File: config.mk
export PLATFORM = sky130hd
export DESIGN_NAME = scancode_to_ascii_decoder
export DESIGN_NICKNAME = d
export VERILOG_FILES = /design/src/scad_pkg.sv /design/src/scancode_to_ascii_decoder.sv /design/src/scad_flag_mem.sv /design/src/scad_decode.sv
export SDC_FILE = /design/constraint.sdc
export NUM_CORES = 1
export LEC_CHECK = 0
export BUFFER_PORTS_ARGS = -buffer_cell sky130_fd_sc_hd__buf_2
export CAP_MARGIN = 5
export CORE_UTILIZATION = 40
export DETAILED_ROUTE_END_ITERATION = 16
export HOLD_SLACK_MARGIN = 0.03
export PLACE_DENSITY = 0.62
export SLEW_MARGIN = 25
export SYNTH_ARGS = -nofsm -noshare
export SYNTH_HDL_FRONTEND = slang
export SYNTH_SLANG_ARGS = --single-unit
File: constraint.sdc
create_clock -name clk_i -period 4.9 [get_ports clk_i]
set_input_delay 0.735 -clock clk_i [delete_from_list [all_inputs] [get_ports clk_i]]
set_output_delay 0.735 -clock clk_i [all_outputs]
set_load 0.005 [all_outputs]
File: src/scad_pkg.sv
// ----------------------------------------------------------------------------
// Scan code decoder package
// Types, scan code constants and the character tables shared by the decoder.
// ----------------------------------------------------------------------------
package scad_pkg;

  localparam int unsigned CodeW = 8;
  localparam int unsigned CharW = 7;

  // Scan codes that change the keyboard flags.
  localparam logic [CodeW-1:0] ScLShiftMake  = 8'h2A;
  localparam logic [CodeW-1:0] ScRShiftMake  = 8'h36;
  localparam logic [CodeW-1:0] ScLShiftBreak = 8'hAA;
  localparam logic [CodeW-1:0] ScRShiftBreak = 8'hB6;
  localparam logic [CodeW-1:0] ScCapsMake    = 8'h3A;
  localparam logic [CodeW-1:0] ScCapsBreak   = 8'hBA;

  // Control characters that both tables share.
  localparam logic [CharW-1:0] ChNone  = 7'h00;
  localparam logic [CharW-1:0] ChEnter = 7'h0A;
  localparam logic [CharW-1:0] ChSpace = 7'h20;
  localparam logic [CharW-1:0] ChBksp  = 7'h08;
  localparam logic [CharW-1:0] ChTab   = 7'h09;

  // Keyboard flags kept in the state memory.
  typedef struct packed {
    logic shift_held;
    logic caps_on;
    logic caps_released;
  } flags_t;

  localparam flags_t FlagsReset = '{shift_held: 1'b0, caps_on: 1'b0, caps_released: 1'b1};

  // Flags after one scan code.
  function automatic flags_t next_flags(input logic [CodeW-1:0] code, input flags_t cur);
    flags_t nxt;
    nxt = cur;
    if (code == ScLShiftMake || code == ScRShiftMake) begin
      nxt.shift_held = 1'b1;
    end else if (code == ScLShiftBreak || code == ScRShiftBreak) begin
      nxt.shift_held = 1'b0;
    end else if (code == ScCapsMake) begin
      if (cur.caps_released) begin
        nxt.caps_on       = ~cur.caps_on;
        nxt.caps_released = 1'b0;
      end
    end else if (code == ScCapsBreak) begin
      nxt.caps_released = 1'b1;
    end
    return nxt;
  endfunction

  // Character for a scan code; shifted selects the upper table.
  function automatic logic [CharW-1:0] lookup_char(input logic [CodeW-1:0] code,
                                                   input logic shifted);
    logic [CharW-1:0] lo;
    logic [CharW-1:0] hi;
    lo = ChNone;
    hi = ChNone;
    unique case (code)
      8'h1E: begin lo = 7'h61; hi = 7'h41; end
      8'h30: begin lo = 7'h62; hi = 7'h42; end
      8'h2E: begin lo = 7'h63; hi = 7'h43; end
      8'h20: begin lo = 7'h64; hi = 7'h44; end
      8'h12: begin lo = 7'h65; hi = 7'h45; end
      8'h21: begin lo = 7'h66; hi = 7'h46; end
      8'h22: begin lo = 7'h67; hi = 7'h47; end
      8'h23: begin lo = 7'h68; hi = 7'h48; end
      8'h17: begin lo = 7'h69; hi = 7'h49; end
      8'h24: begin lo = 7'h6A; hi = 7'h4A; end
      8'h25: begin lo = 7'h6B; hi = 7'h4B; end
      8'h26: begin lo = 7'h6C; hi = 7'h4C; end
      8'h32: begin lo = 7'h6D; hi = 7'h4D; end
      8'h31: begin lo = 7'h6E; hi = 7'h4E; end
      8'h18: begin lo = 7'h6F; hi = 7'h4F; end
      8'h19: begin lo = 7'h70; hi = 7'h50; end
      8'h10: begin lo = 7'h71; hi = 7'h51; end
      8'h13: begin lo = 7'h72; hi = 7'h52; end
      8'h1F: begin lo = 7'h73; hi = 7'h53; end
      8'h14: begin lo = 7'h74; hi = 7'h54; end
      8'h16: begin lo = 7'h75; hi = 7'h55; end
      8'h2F: begin lo = 7'h76; hi = 7'h56; end
      8'h11: begin lo = 7'h77; hi = 7'h57; end
      8'h2D: begin lo = 7'h78; hi = 7'h58; end
      8'h15: begin lo = 7'h79; hi = 7'h59; end
      8'h2C: begin lo = 7'h7A; hi = 7'h5A; end
      8'h02: begin lo = 7'h31; hi = 7'h21; end
      8'h03: begin lo = 7'h32; hi = 7'h40; end
      8'h04: begin lo = 7'h33; hi = 7'h23; end
      8'h05: begin lo = 7'h34; hi = 7'h24; end
      8'h06: begin lo = 7'h35; hi = 7'h25; end
      8'h07: begin lo = 7'h36; hi = 7'h5E; end
      8'h08: begin lo = 7'h37; hi = 7'h26; end
      8'h09: begin lo = 7'h38; hi = 7'h2A; end
      8'h0A: begin lo = 7'h39; hi = 7'h28; end
      8'h0B: begin lo = 7'h30; hi = 7'h29; end
      8'h0C: begin lo = 7'h2D; hi = 7'h5F; end
      8'h0D: begin lo = 7'h3D; hi = 7'h2B; end
      8'h2B: begin lo = 7'h5C; hi = 7'h7C; end
      8'h1A: begin lo = 7'h5B; hi = 7'h7B; end
      8'h1B: begin lo = 7'h5D; hi = 7'h7D; end
      8'h27: begin lo = 7'h3B; hi = 7'h3A; end
      8'h28: begin lo = 7'h27; hi = 7'h22; end
      8'h33: begin lo = 7'h2C; hi = 7'h3C; end
      8'h34: begin lo = 7'h2E; hi = 7'h3E; end
      8'h35: begin lo = 7'h2F; hi = 7'h3F; end
      8'h9C: begin lo = ChEnter; hi = ChEnter; end
      8'h39: begin lo = ChSpace; hi = ChSpace; end
      8'h0E: begin lo = ChBksp;  hi = ChBksp;  end
      8'h0F: begin lo = ChTab;   hi = ChTab;   end
      default: begin lo = ChNone; hi = ChNone; end
    endcase
    return shifted ? hi : lo;
  endfunction

endpackage

File: src/scancode_to_ascii_decoder.sv
// ----------------------------------------------------------------------------
// Scan code to ASCII decoder
// Stage 1 registers an accepted request and its flag read; the output register then takes its character.
// Throughput: one request per cycle unless stalled, set by the single read-modify-write
// of the flag memory per request; a stalled output holds one result and one request.
// Reset: rst_ni clears all valid flags; the flags read as shift released,
// caps lock off and caps key released until the first request writes them.
// ----------------------------------------------------------------------------
module scancode_to_ascii_decoder (
  input  logic       clk_i,
  input  logic       rst_ni,
  input  logic       s_axis_tvalid_i,
  output logic       s_axis_tready_o,
  input  logic [7:0] s_axis_tdata_i,   // [7:0] scan_code
  output logic       m_axis_tvalid_o,
  input  logic       m_axis_tready_i,
  output logic [7:0] m_axis_tdata_o    // [6:0] ascii_char, [7] zero
);

  // Stage 1 holds the request whose flags come back from the memory.
  logic                       s1_valid_q, s1_valid_d;
  logic [scad_pkg::CodeW-1:0] s1_code_q;
  logic                       s1_adv;
  logic                       in_acc;

  // Output register; it decouples the decode from a stalled consumer.
  logic                       out_valid_q, out_valid_d;
  logic [scad_pkg::CharW-1:0] out_char_q;

  // Forwarding: the memory read issued in the same cycle as a write returns
  // stale flags, so the written value is kept and selected instead.
  logic                       fwd_sel_q;
  scad_pkg::flags_t           fwd_flags_q;

  scad_pkg::flags_t           rd_flags;
  scad_pkg::flags_t           cur_flags;
  scad_pkg::flags_t           new_flags;
  logic [scad_pkg::CharW-1:0] dec_char;

  // Stage 1 moves on whenever the output register is free or being emptied.
  assign s1_adv          = s1_valid_q && (!out_valid_q || m_axis_tready_i);
  assign s_axis_tready_o = !s1_valid_q || s1_adv;
  assign in_acc          = s_axis_tvalid_i && s_axis_tready_o;

  assign s1_valid_d  = in_acc || (s1_valid_q && !s1_adv);
  assign out_valid_d = s1_adv || (out_valid_q && !m_axis_tready_i);

  scad_flag_mem u_flag_mem (
    .clk_i     (clk_i),
    .rst_ni    (rst_ni),
    .rd_en_i   (in_acc),
    .wr_en_i   (s1_adv),
    .wr_data_i (new_flags),
    .rd_data_o (rd_flags)
  );

  assign cur_flags = fwd_sel_q ? fwd_flags_q : rd_flags;

  scad_decode u_decode (
    .code_i  (s1_code_q),
    .flags_i (cur_flags),
    .flags_o (new_flags),
    .char_o  (dec_char)
  );

  always_ff @(posedge clk_i or negedge rst_ni) begin
    if (!rst_ni) begin
      s1_valid_q  <= 1'b0;
      out_valid_q <= 1'b0;
      fwd_sel_q   <= 1'b0;
    end else begin
      s1_valid_q  <= s1_valid_d;
      out_valid_q <= out_valid_d;
      // The selection is fixed when a request enters and held while it waits.
      // It drops once stage 1 empties.
      if (in_acc) begin
        fwd_sel_q <= s1_adv;
      end else if (s1_adv) begin
        fwd_sel_q <= 1'b0;
      end
    end
  end

  always_ff @(posedge clk_i) begin
    if (in_acc) begin
      s1_code_q <= s_axis_tdata_i;
    end
    if (s1_adv) begin
      fwd_flags_q <= new_flags;
      out_char_q  <= dec_char;
    end
  end

  assign m_axis_tvalid_o = out_valid_q;
  assign m_axis_tdata_o  = {1'b0, out_char_q};

  // Forwarded flags are only ever selected for a request that is waiting in stage 1.
  a_fwd_has_req: assert property (@(posedge clk_i) disable iff (!rst_ni)
    fwd_sel_q |-> s1_valid_q)
    else $error("forward select set with stage 1 empty");

  // A new result appears only after stage 1 handed one over.
  a_out_from_s1: assert property (@(posedge clk_i) disable iff (!rst_ni)
    $rose(out_valid_q) |-> $past(s1_adv))
    else $error("output became valid without a stage 1 transfer");

  // The input stalls only when both stages are full and the output is blocked.
  a_stall_cause: assert property (@(posedge clk_i) disable iff (!rst_ni)
    !s_axis_tready_o |-> (s1_valid_q && out_valid_q && !m_axis_tready_i))
    else $error("input stalled without a full pipeline");

  // A request in stage 1 that cannot move keeps its scan code.
  a_s1_hold: assert property (@(posedge clk_i) disable iff (!rst_ni)
    (s1_valid_q && !s1_adv) |=> (s1_valid_q && $stable(s1_code_q)))
    else $error("stalled stage 1 request changed");

endmodule

File: src/scad_flag_mem.sv
// ----------------------------------------------------------------------------
// Keyboard flag memory
// Single-entry synchronous memory with registered read data.
// ----------------------------------------------------------------------------
module scad_flag_mem (
  input  logic              clk_i,
  input  logic              rst_ni,
  input  logic              rd_en_i,
  input  logic              wr_en_i,
  input  scad_pkg::flags_t  wr_data_i,
  output scad_pkg::flags_t  rd_data_o
);

  scad_pkg::flags_t mem_q [1];
  scad_pkg::flags_t rd_data_q;
  logic             written_q;

  // The entry reads as the reset flags until its first write.
  always_ff @(posedge clk_i or negedge rst_ni) begin
    if (!rst_ni) begin
      written_q <= 1'b0;
    end else if (wr_en_i) begin
      written_q <= 1'b1;
    end
  end

  always_ff @(posedge clk_i) begin
    if (wr_en_i) begin
      mem_q[0] <= wr_data_i;
    end
    if (rd_en_i) begin
      rd_data_q <= written_q ? mem_q[0] : scad_pkg::FlagsReset;
    end
  end

  assign rd_data_o = rd_data_q;

endmodule

File: src/scad_decode.sv
// ----------------------------------------------------------------------------
// Scan code decode
// Updates the keyboard flags and looks up the character with the new flags.
// ----------------------------------------------------------------------------
module scad_decode (
  input  logic [scad_pkg::CodeW-1:0] code_i,
  input  scad_pkg::flags_t           flags_i,
  output scad_pkg::flags_t           flags_o,
  output logic [scad_pkg::CharW-1:0] char_o
);

  scad_pkg::flags_t flags_nxt;

  always_comb begin
    flags_nxt = scad_pkg::next_flags(code_i, flags_i);
    char_o    = scad_pkg::lookup_char(code_i, flags_nxt.shift_held ^ flags_nxt.caps_on);
  end

  assign flags_o = flags_nxt;

endmodule
==> Word level (Yosys, flattened, before mapping) <==
Memory sizes are Yosys's and may differ from the RTL's. A register that Yosys moved wholly into a read port is not among the register bits.
Cells that the tools add are included.
{ "classes": {"n_reduce_logical": 16, "eq_ne": 56, "mux": 16, "bitwise": 2} }
{ "op_table": {"columns": ["operator", "n"], "rows": [
  ["one-hot mux 7 bit (50 select lines)", 2],
  ["== test 8 x 6 -> 1 bit, second input constant", 24],
  ["== test 8 x 5 -> 1 bit, second input constant", 14],
  ["== test 8 x 4 -> 1 bit, second input constant", 8],
  ["== test 8 x 3 -> 1 bit, second input constant", 4],
  ["== test 8 bit, second input constant", 4],
  ["== test 8 x 2 -> 1 bit, second input constant", 2],
  ["2-to-1 mux 1 bit", 9],
  ["2-to-1 mux 7 bit", 1],
  ["logical OR 1 bit", 6],
  ["2-to-1 mux 2 bit", 3],
  ["zero test 1 bit", 5],
  ["logical AND 1 bit", 4],
  ["2-to-1 mux 3 bit", 1],
  ["nonzero test 2 bit", 1],
  ["NOT 1 bit", 1],
  ["XOR 1 bit", 1]
]} }
{ "word_totals": {"mem_bits_rw": 3, "register_bits": 22, "out_inout_bits": 10, "input_bits": 12, "word_cells": 100, "memories": 1} }
{ "mem_list": {"columns": ["memory", "depth", "word_bits", "read_ports", "rd_clocked_by_memory_dff", "wr", "line", "rtl"], "rows": [
  ["u_flag_mem.mem_q", 1, 3, 1, 1, 1, "scad_flag_mem.sv:14", "scad_pkg::flags_t mem_q [1];"]
]} }

==> Depth between registers and ports, before layout <==
{ "logic_depth": {"ltp_word": 8, "mapped_depth": 10} }

==> Cells and area by module <==
Synthesis repeated with hierarchy kept, for this count alone.
{ "unflattened": {"hier_cells": 281, "hier_area_um2": 2442.3} }
{ "modules_own_cells": {"columns": ["mod", "instances", "cells_each", "seq_area_each_um2", "area_each_um2"], "rows": [
  ["scad_decode", 1, 233, 0.0, 1457.6],
  ["scancode_to_ascii_decoder", 1, 37, 615.6, 752.0],
  ["scad_flag_mem", 1, 11, 205.2, 232.7]
]} }

==> Worst setup path before layout <==
Ideal clock, no wire load.
{ "synth_path": {"path_kind": "register to register", "from": "register s1_code_q[6] in the netlist's numbering", "to": "register out_char_q[4] in the netlist's numbering (data pin)", "t_arrival_ns": 2.298, "required_ns": 4.646, "setup_ns": 0.254, "path_buffers": 1, "period_less_slack_ns": 2.552, "slack_ns": 2.348, "path_stages_with_launch": 8, "cell_sequence": "edfxtp_1 nand4bb_4 o31a_1 or3_4 and3_4 buf_6 or4b_1 a21o_1"} }
{ "synth_via": {"elab_chain_len": 6, "elab_cells_between_ends": 66, "classes_between": "eq/ne: 55; mux: 8; bitwise: 1; reduce/logical: 2"} }
{ "synth_rtl": {"columns": ["element", "line", "rtl"], "rows": [
  ["start: declaration", "scancode_to_ascii_decoder.sv:22", "logic [scad_pkg::CodeW-1:0] s1_code_q;"],
  ["start signal: assignment", "scancode_to_ascii_decoder.sv:86", "s1_code_q <= s_axis_tdata_i;"],
  ["== test 8 x 6 -> 1 bit or == test 8 bit (tied branches)", "scad_pkg.sv:42, scad_pkg.sv:40", null],
  ["2-to-1 mux 1 bit or logical OR 1 bit (tied branches)", "scad_pkg.sv:42, scad_pkg.sv:40", null],
  ["2-to-1 mux 2 bit or 2-to-1 mux 1 bit (tied branches)", "scad_pkg.sv:40", "end else if (code == ScLShiftBreak || code == ScRShiftBreak) begin"],
  ["2-to-1 mux 2 bit or 2-to-1 mux 1 bit (tied branches)", "scad_pkg.sv:38", "if (code == ScLShiftMake || code == ScRShiftMake) begin"],
  ["XOR 1 bit", "scad_decode.sv:16", "char_o = scad_pkg::lookup_char(code_i, flags_nxt.shift_held ^ flags_nxt.caps_on);"],
  ["2-to-1 mux 7 bit (*)", "scad_pkg.sv:113", "return shifted ? hi : lo;"],
  ["via dec_char, one bit", "scancode_to_ascii_decoder.sv:38", "logic [scad_pkg::CharW-1:0] dec_char;"],
  ["end signal: assignment", "scancode_to_ascii_decoder.sv:90", "out_char_q <= dec_char;"],
  ["end: declaration", "scancode_to_ascii_decoder.sv:28", "logic [scad_pkg::CharW-1:0] out_char_q;"]
]} }
Mark *: on every way through the listed nets, which the timed path passes. The rest lies on a longest branch.
A chain may end at the register's enable or synchronous reset.

==> Worst setup path in the final report <==
{ "layout_path": {"from": "register s1_code_q[5] in the netlist's numbering", "to": "register out_char_q[4] in the netlist's numbering (data pin)"} }
The elaborated chain is that of the path after synthesis.

==> reports/metrics.yaml <==
critical_path:
  critical-path-top-delay-family: "simple AND/OR/NAND/NOR gates"
  r2r_slack_ps: 1860
  crit_type: "flop to flop"
  cp.depth: 6
  end_kind: "flop"
  crit_path_max_incr_delay_ps: 1000
  crit_slowest_cell: "edfxtp_1"
  cp_max_fo: 29
  worstPathRequired_ps: 4930
  critPathCapture: "out_char_q[4]"
  critical_path_buf_inv_count: 0
  r2r_cells: 6
  cp.arrival_ps: 3060
  critPathLaunchType: "flop"
  cp_cell_sequence: "nand4bb_4, o31a_1, or3_4, and3_4, or4b_1, a21o_1"
  r2r-start: "s1_code_q[5]"
  r2r_end: "out_char_q[4]"
  crit_start: "s1_code_q[5]"
finish:
  layout_common_cells: "21 x nand2_1, 21 x edfxtp_1, 20 x buf_2"
  drive_gt1_frac: 0.1642
  fin_nets: 287
  num_antenna_cells: 0
  area_growth_pct: 7.316
  design_area_mm2: 0.002441
cts:
  cts_buffer_depth: 2
  cts_sinks: 25
  clk_pin_slew_ps: 100
  clock_latency_ps: 270
  postCtsHoldBufs: 0
  cts_buffers: 3
  cts_tree: "built"
  ctsResizeCount: 0
  post_cts_buffers: 0
  clock-root-buffer: "clkbuf_8"
  htreeDepth: 1
logic_synthesis:
  ys_dominant_reg_cell: "edfxtp_1"
  synth_area_mm2: 0.002275
  ys_types: 65
  yosys_warnings: 0
  ys_ff_latch: 25
  yosysSeqAreaShare: 0.3212
  synthCells: 271
  async_reset_ff_frac: 0.1600
  synth_edf_count: 21
  syn_avg_cell_area_um2: 8.394
  syn_nets: 283
drt:
  wl_um: 5641
  ant_nets: 0
  wire_per_inst_um: 16.30
  drt_iter0_markers: 284
  drt_first_pass_iters: 5
  vias: 2173
  drcViolationCount: 0
  avgViaCountPerCell: 6.280
floorplanning:
  ios: 22
  start_util: 0.4131
  rows: 27
  core_area_mm2: 0.005507
  dieHeight_um: 77.41
  die_w_um: 77.41
  die-area_mm2: 0.005992
power:
  leakagePower_nw: 0.9119
  powerDensity_mw_per_mm2: 230.8
  vdd_ir_drop_max_v: 0.0002003
timing:
  rsz0062_at_grt: "no"
  tns_ps: 0
  max_freq_ghz: 0.3293
  setup_viol: 0
  maxSlewViolCount: 0
  min_period_ps: 3037
  hold_viol: 0
  period_share: 0.6197
  relSlewSlack: 0.3506
  fin_skew_ps: 9.069
  worstMarginPinSlew_ps: 974.0
grt:
  grt_max_degree: 37
  gr-total-overflow: 0
  track_usage: 0.1898
  grt_pass1_vias: 1913
  antenna_found_initial: 0
  grt_pass1_wl_um: 9142
worst_hold_path:
  hold_path.class: "primary input to async pin"
place:
  gp_congestion: 0.9269
  placed_area_mm2: 0.002370
  dp_hpwl_um: 4072
  portBuffers: 20
run:
  drv_cap: 0
status:
  outcome: "completed"
-- state kept, by name, summed over array words and instances (netlist names) --
name and cells:
s1_valid_q 1, u_flag_mem.rd_data_o 3, out_char_q 7, u_flag_mem.written_q 1
fwd_sel_q 1, m_axis_tvalid_o 1, fwd_flags_q 1, s1_code_q 8
u_flag_mem.mem_q 2
-- synthesized netlist by cell type (3+ instances only) --
| cell | instances | area (µm²) |
|---|---|---|
| a32oi_1 | 3 | 26.28 |
| xnor2_1 | 3 | 26.28 |
| inv_1 | 8 | 30.03 |
| nand3_1 | 12 | 60.06 |
| nor3_1 | 10 | 50.05 |
| nor4_1 | 3 | 18.77 |
| nand2b_1 | 11 | 68.82 |
| buf_1 | 3 | 11.26 |
| or2_2 | 4 | 25.02 |
| a211o_1 | 4 | 35.03 |
| buf_6 | 3 | 33.78 |
| and3b_1 | 4 | 35.03 |
| dfrtp_1 | 4 | 100.1 |
| clkbuf_1 | 18 | 67.56 |
| nor2b_1 | 8 | 50.05 |
| edfxtp_1 | 21 | 630.6 |
| a21oi_1 | 10 | 50.05 |
| and2_1 | 4 | 25.02 |
| mux2_2 | 4 | 45.04 |
| nand2_1 | 21 | 78.83 |
| a31oi_1 | 6 | 37.54 |
| mux2i_1 | 4 | 40.04 |
| nor2_1 | 18 | 67.56 |
| o22ai_1 | 5 | 31.28 |
| a21o_1 | 3 | 22.52 |
| nand4_1 | 3 | 18.77 |
| o211ai_1 | 5 | 37.54 |
| a211oi_1 | 8 | 60.06 |
| o21ai_0 | 12 | 60.06 |
-- cells by family after synthesis --
| group | share of synthesized area |
|---|---|
| xor+xnor | 0.01926 |
| simple gates | 0.3025 |
| mux | 0.03740 |
| flops | 0.3212 |
| compound gates | 0.2497 |
| other cells | 0.001649 |
| buf+inv | 0.06820 |
-- worst min-delay path by stage --
| stage | to | depth (start not counted) |
|---|---|---|
| final | s1_valid_q | 1 |
| after global routing | s1_valid_q | 1 |
| after CTS | m_axis_tvalid_o | 1 |
| after detailed placement | m_axis_tvalid_o | 2 |
| after global placement | m_axis_tvalid_o | 2 |
| after floorplan | fwd_sel_q | 0 |
-- layout make-up --
class	instances	area, µm²
Fill cell	547	3065
Multi-Input combinational cell	212	1395
Sequential cell	25	730.7
Timing Repair Buffer	25	145.1
Tap cell	72	90.09
Clock buffer	3	41.29
Inverter	8	30.03
Clock inverter	1	8.758
-- where the power goes --
part / leakage [nW] / internal, W / total [W] / switching [W]
clock network: 0.0261 / 0.0000595 / 0.000127 / 0.0000676
registers: 0.246 / 0.000257 / 0.000281 / 0.0000247
logic: 0.639 / 0.0000669 / 0.000155 / 0.0000880
total: 0.912 / 0.000383 / 0.000563 / 0.000180
-- metal layers --
metal	vias to the layer above	wire length (µm)	global-route usage
li1	1045	-	-
met2	116	2515	0.2929
met4	0	279	0.09434
met3	27	411	0.03529
met5	-	0	0
met1	985	2435	0.2537
-- stage by stage --
stage	utilization	total power (W)	setup WS, ps	cells	hold WS [ps]
global route	0.4433	0.0005951	1697	346	233.6
detailed placement	0.4304	0.0004367	1862	341	477.5
floorplan	-	0.0003999	2348	271	439.4
finish	0.4433	0.0005633	1863	346	247.7
CTS	0.4394	0.0005630	1832	345	241.7
global placement	0.4304	0.0004358	1917	341	474.0
No activity file was read; power rests on OpenSTA's default activity.
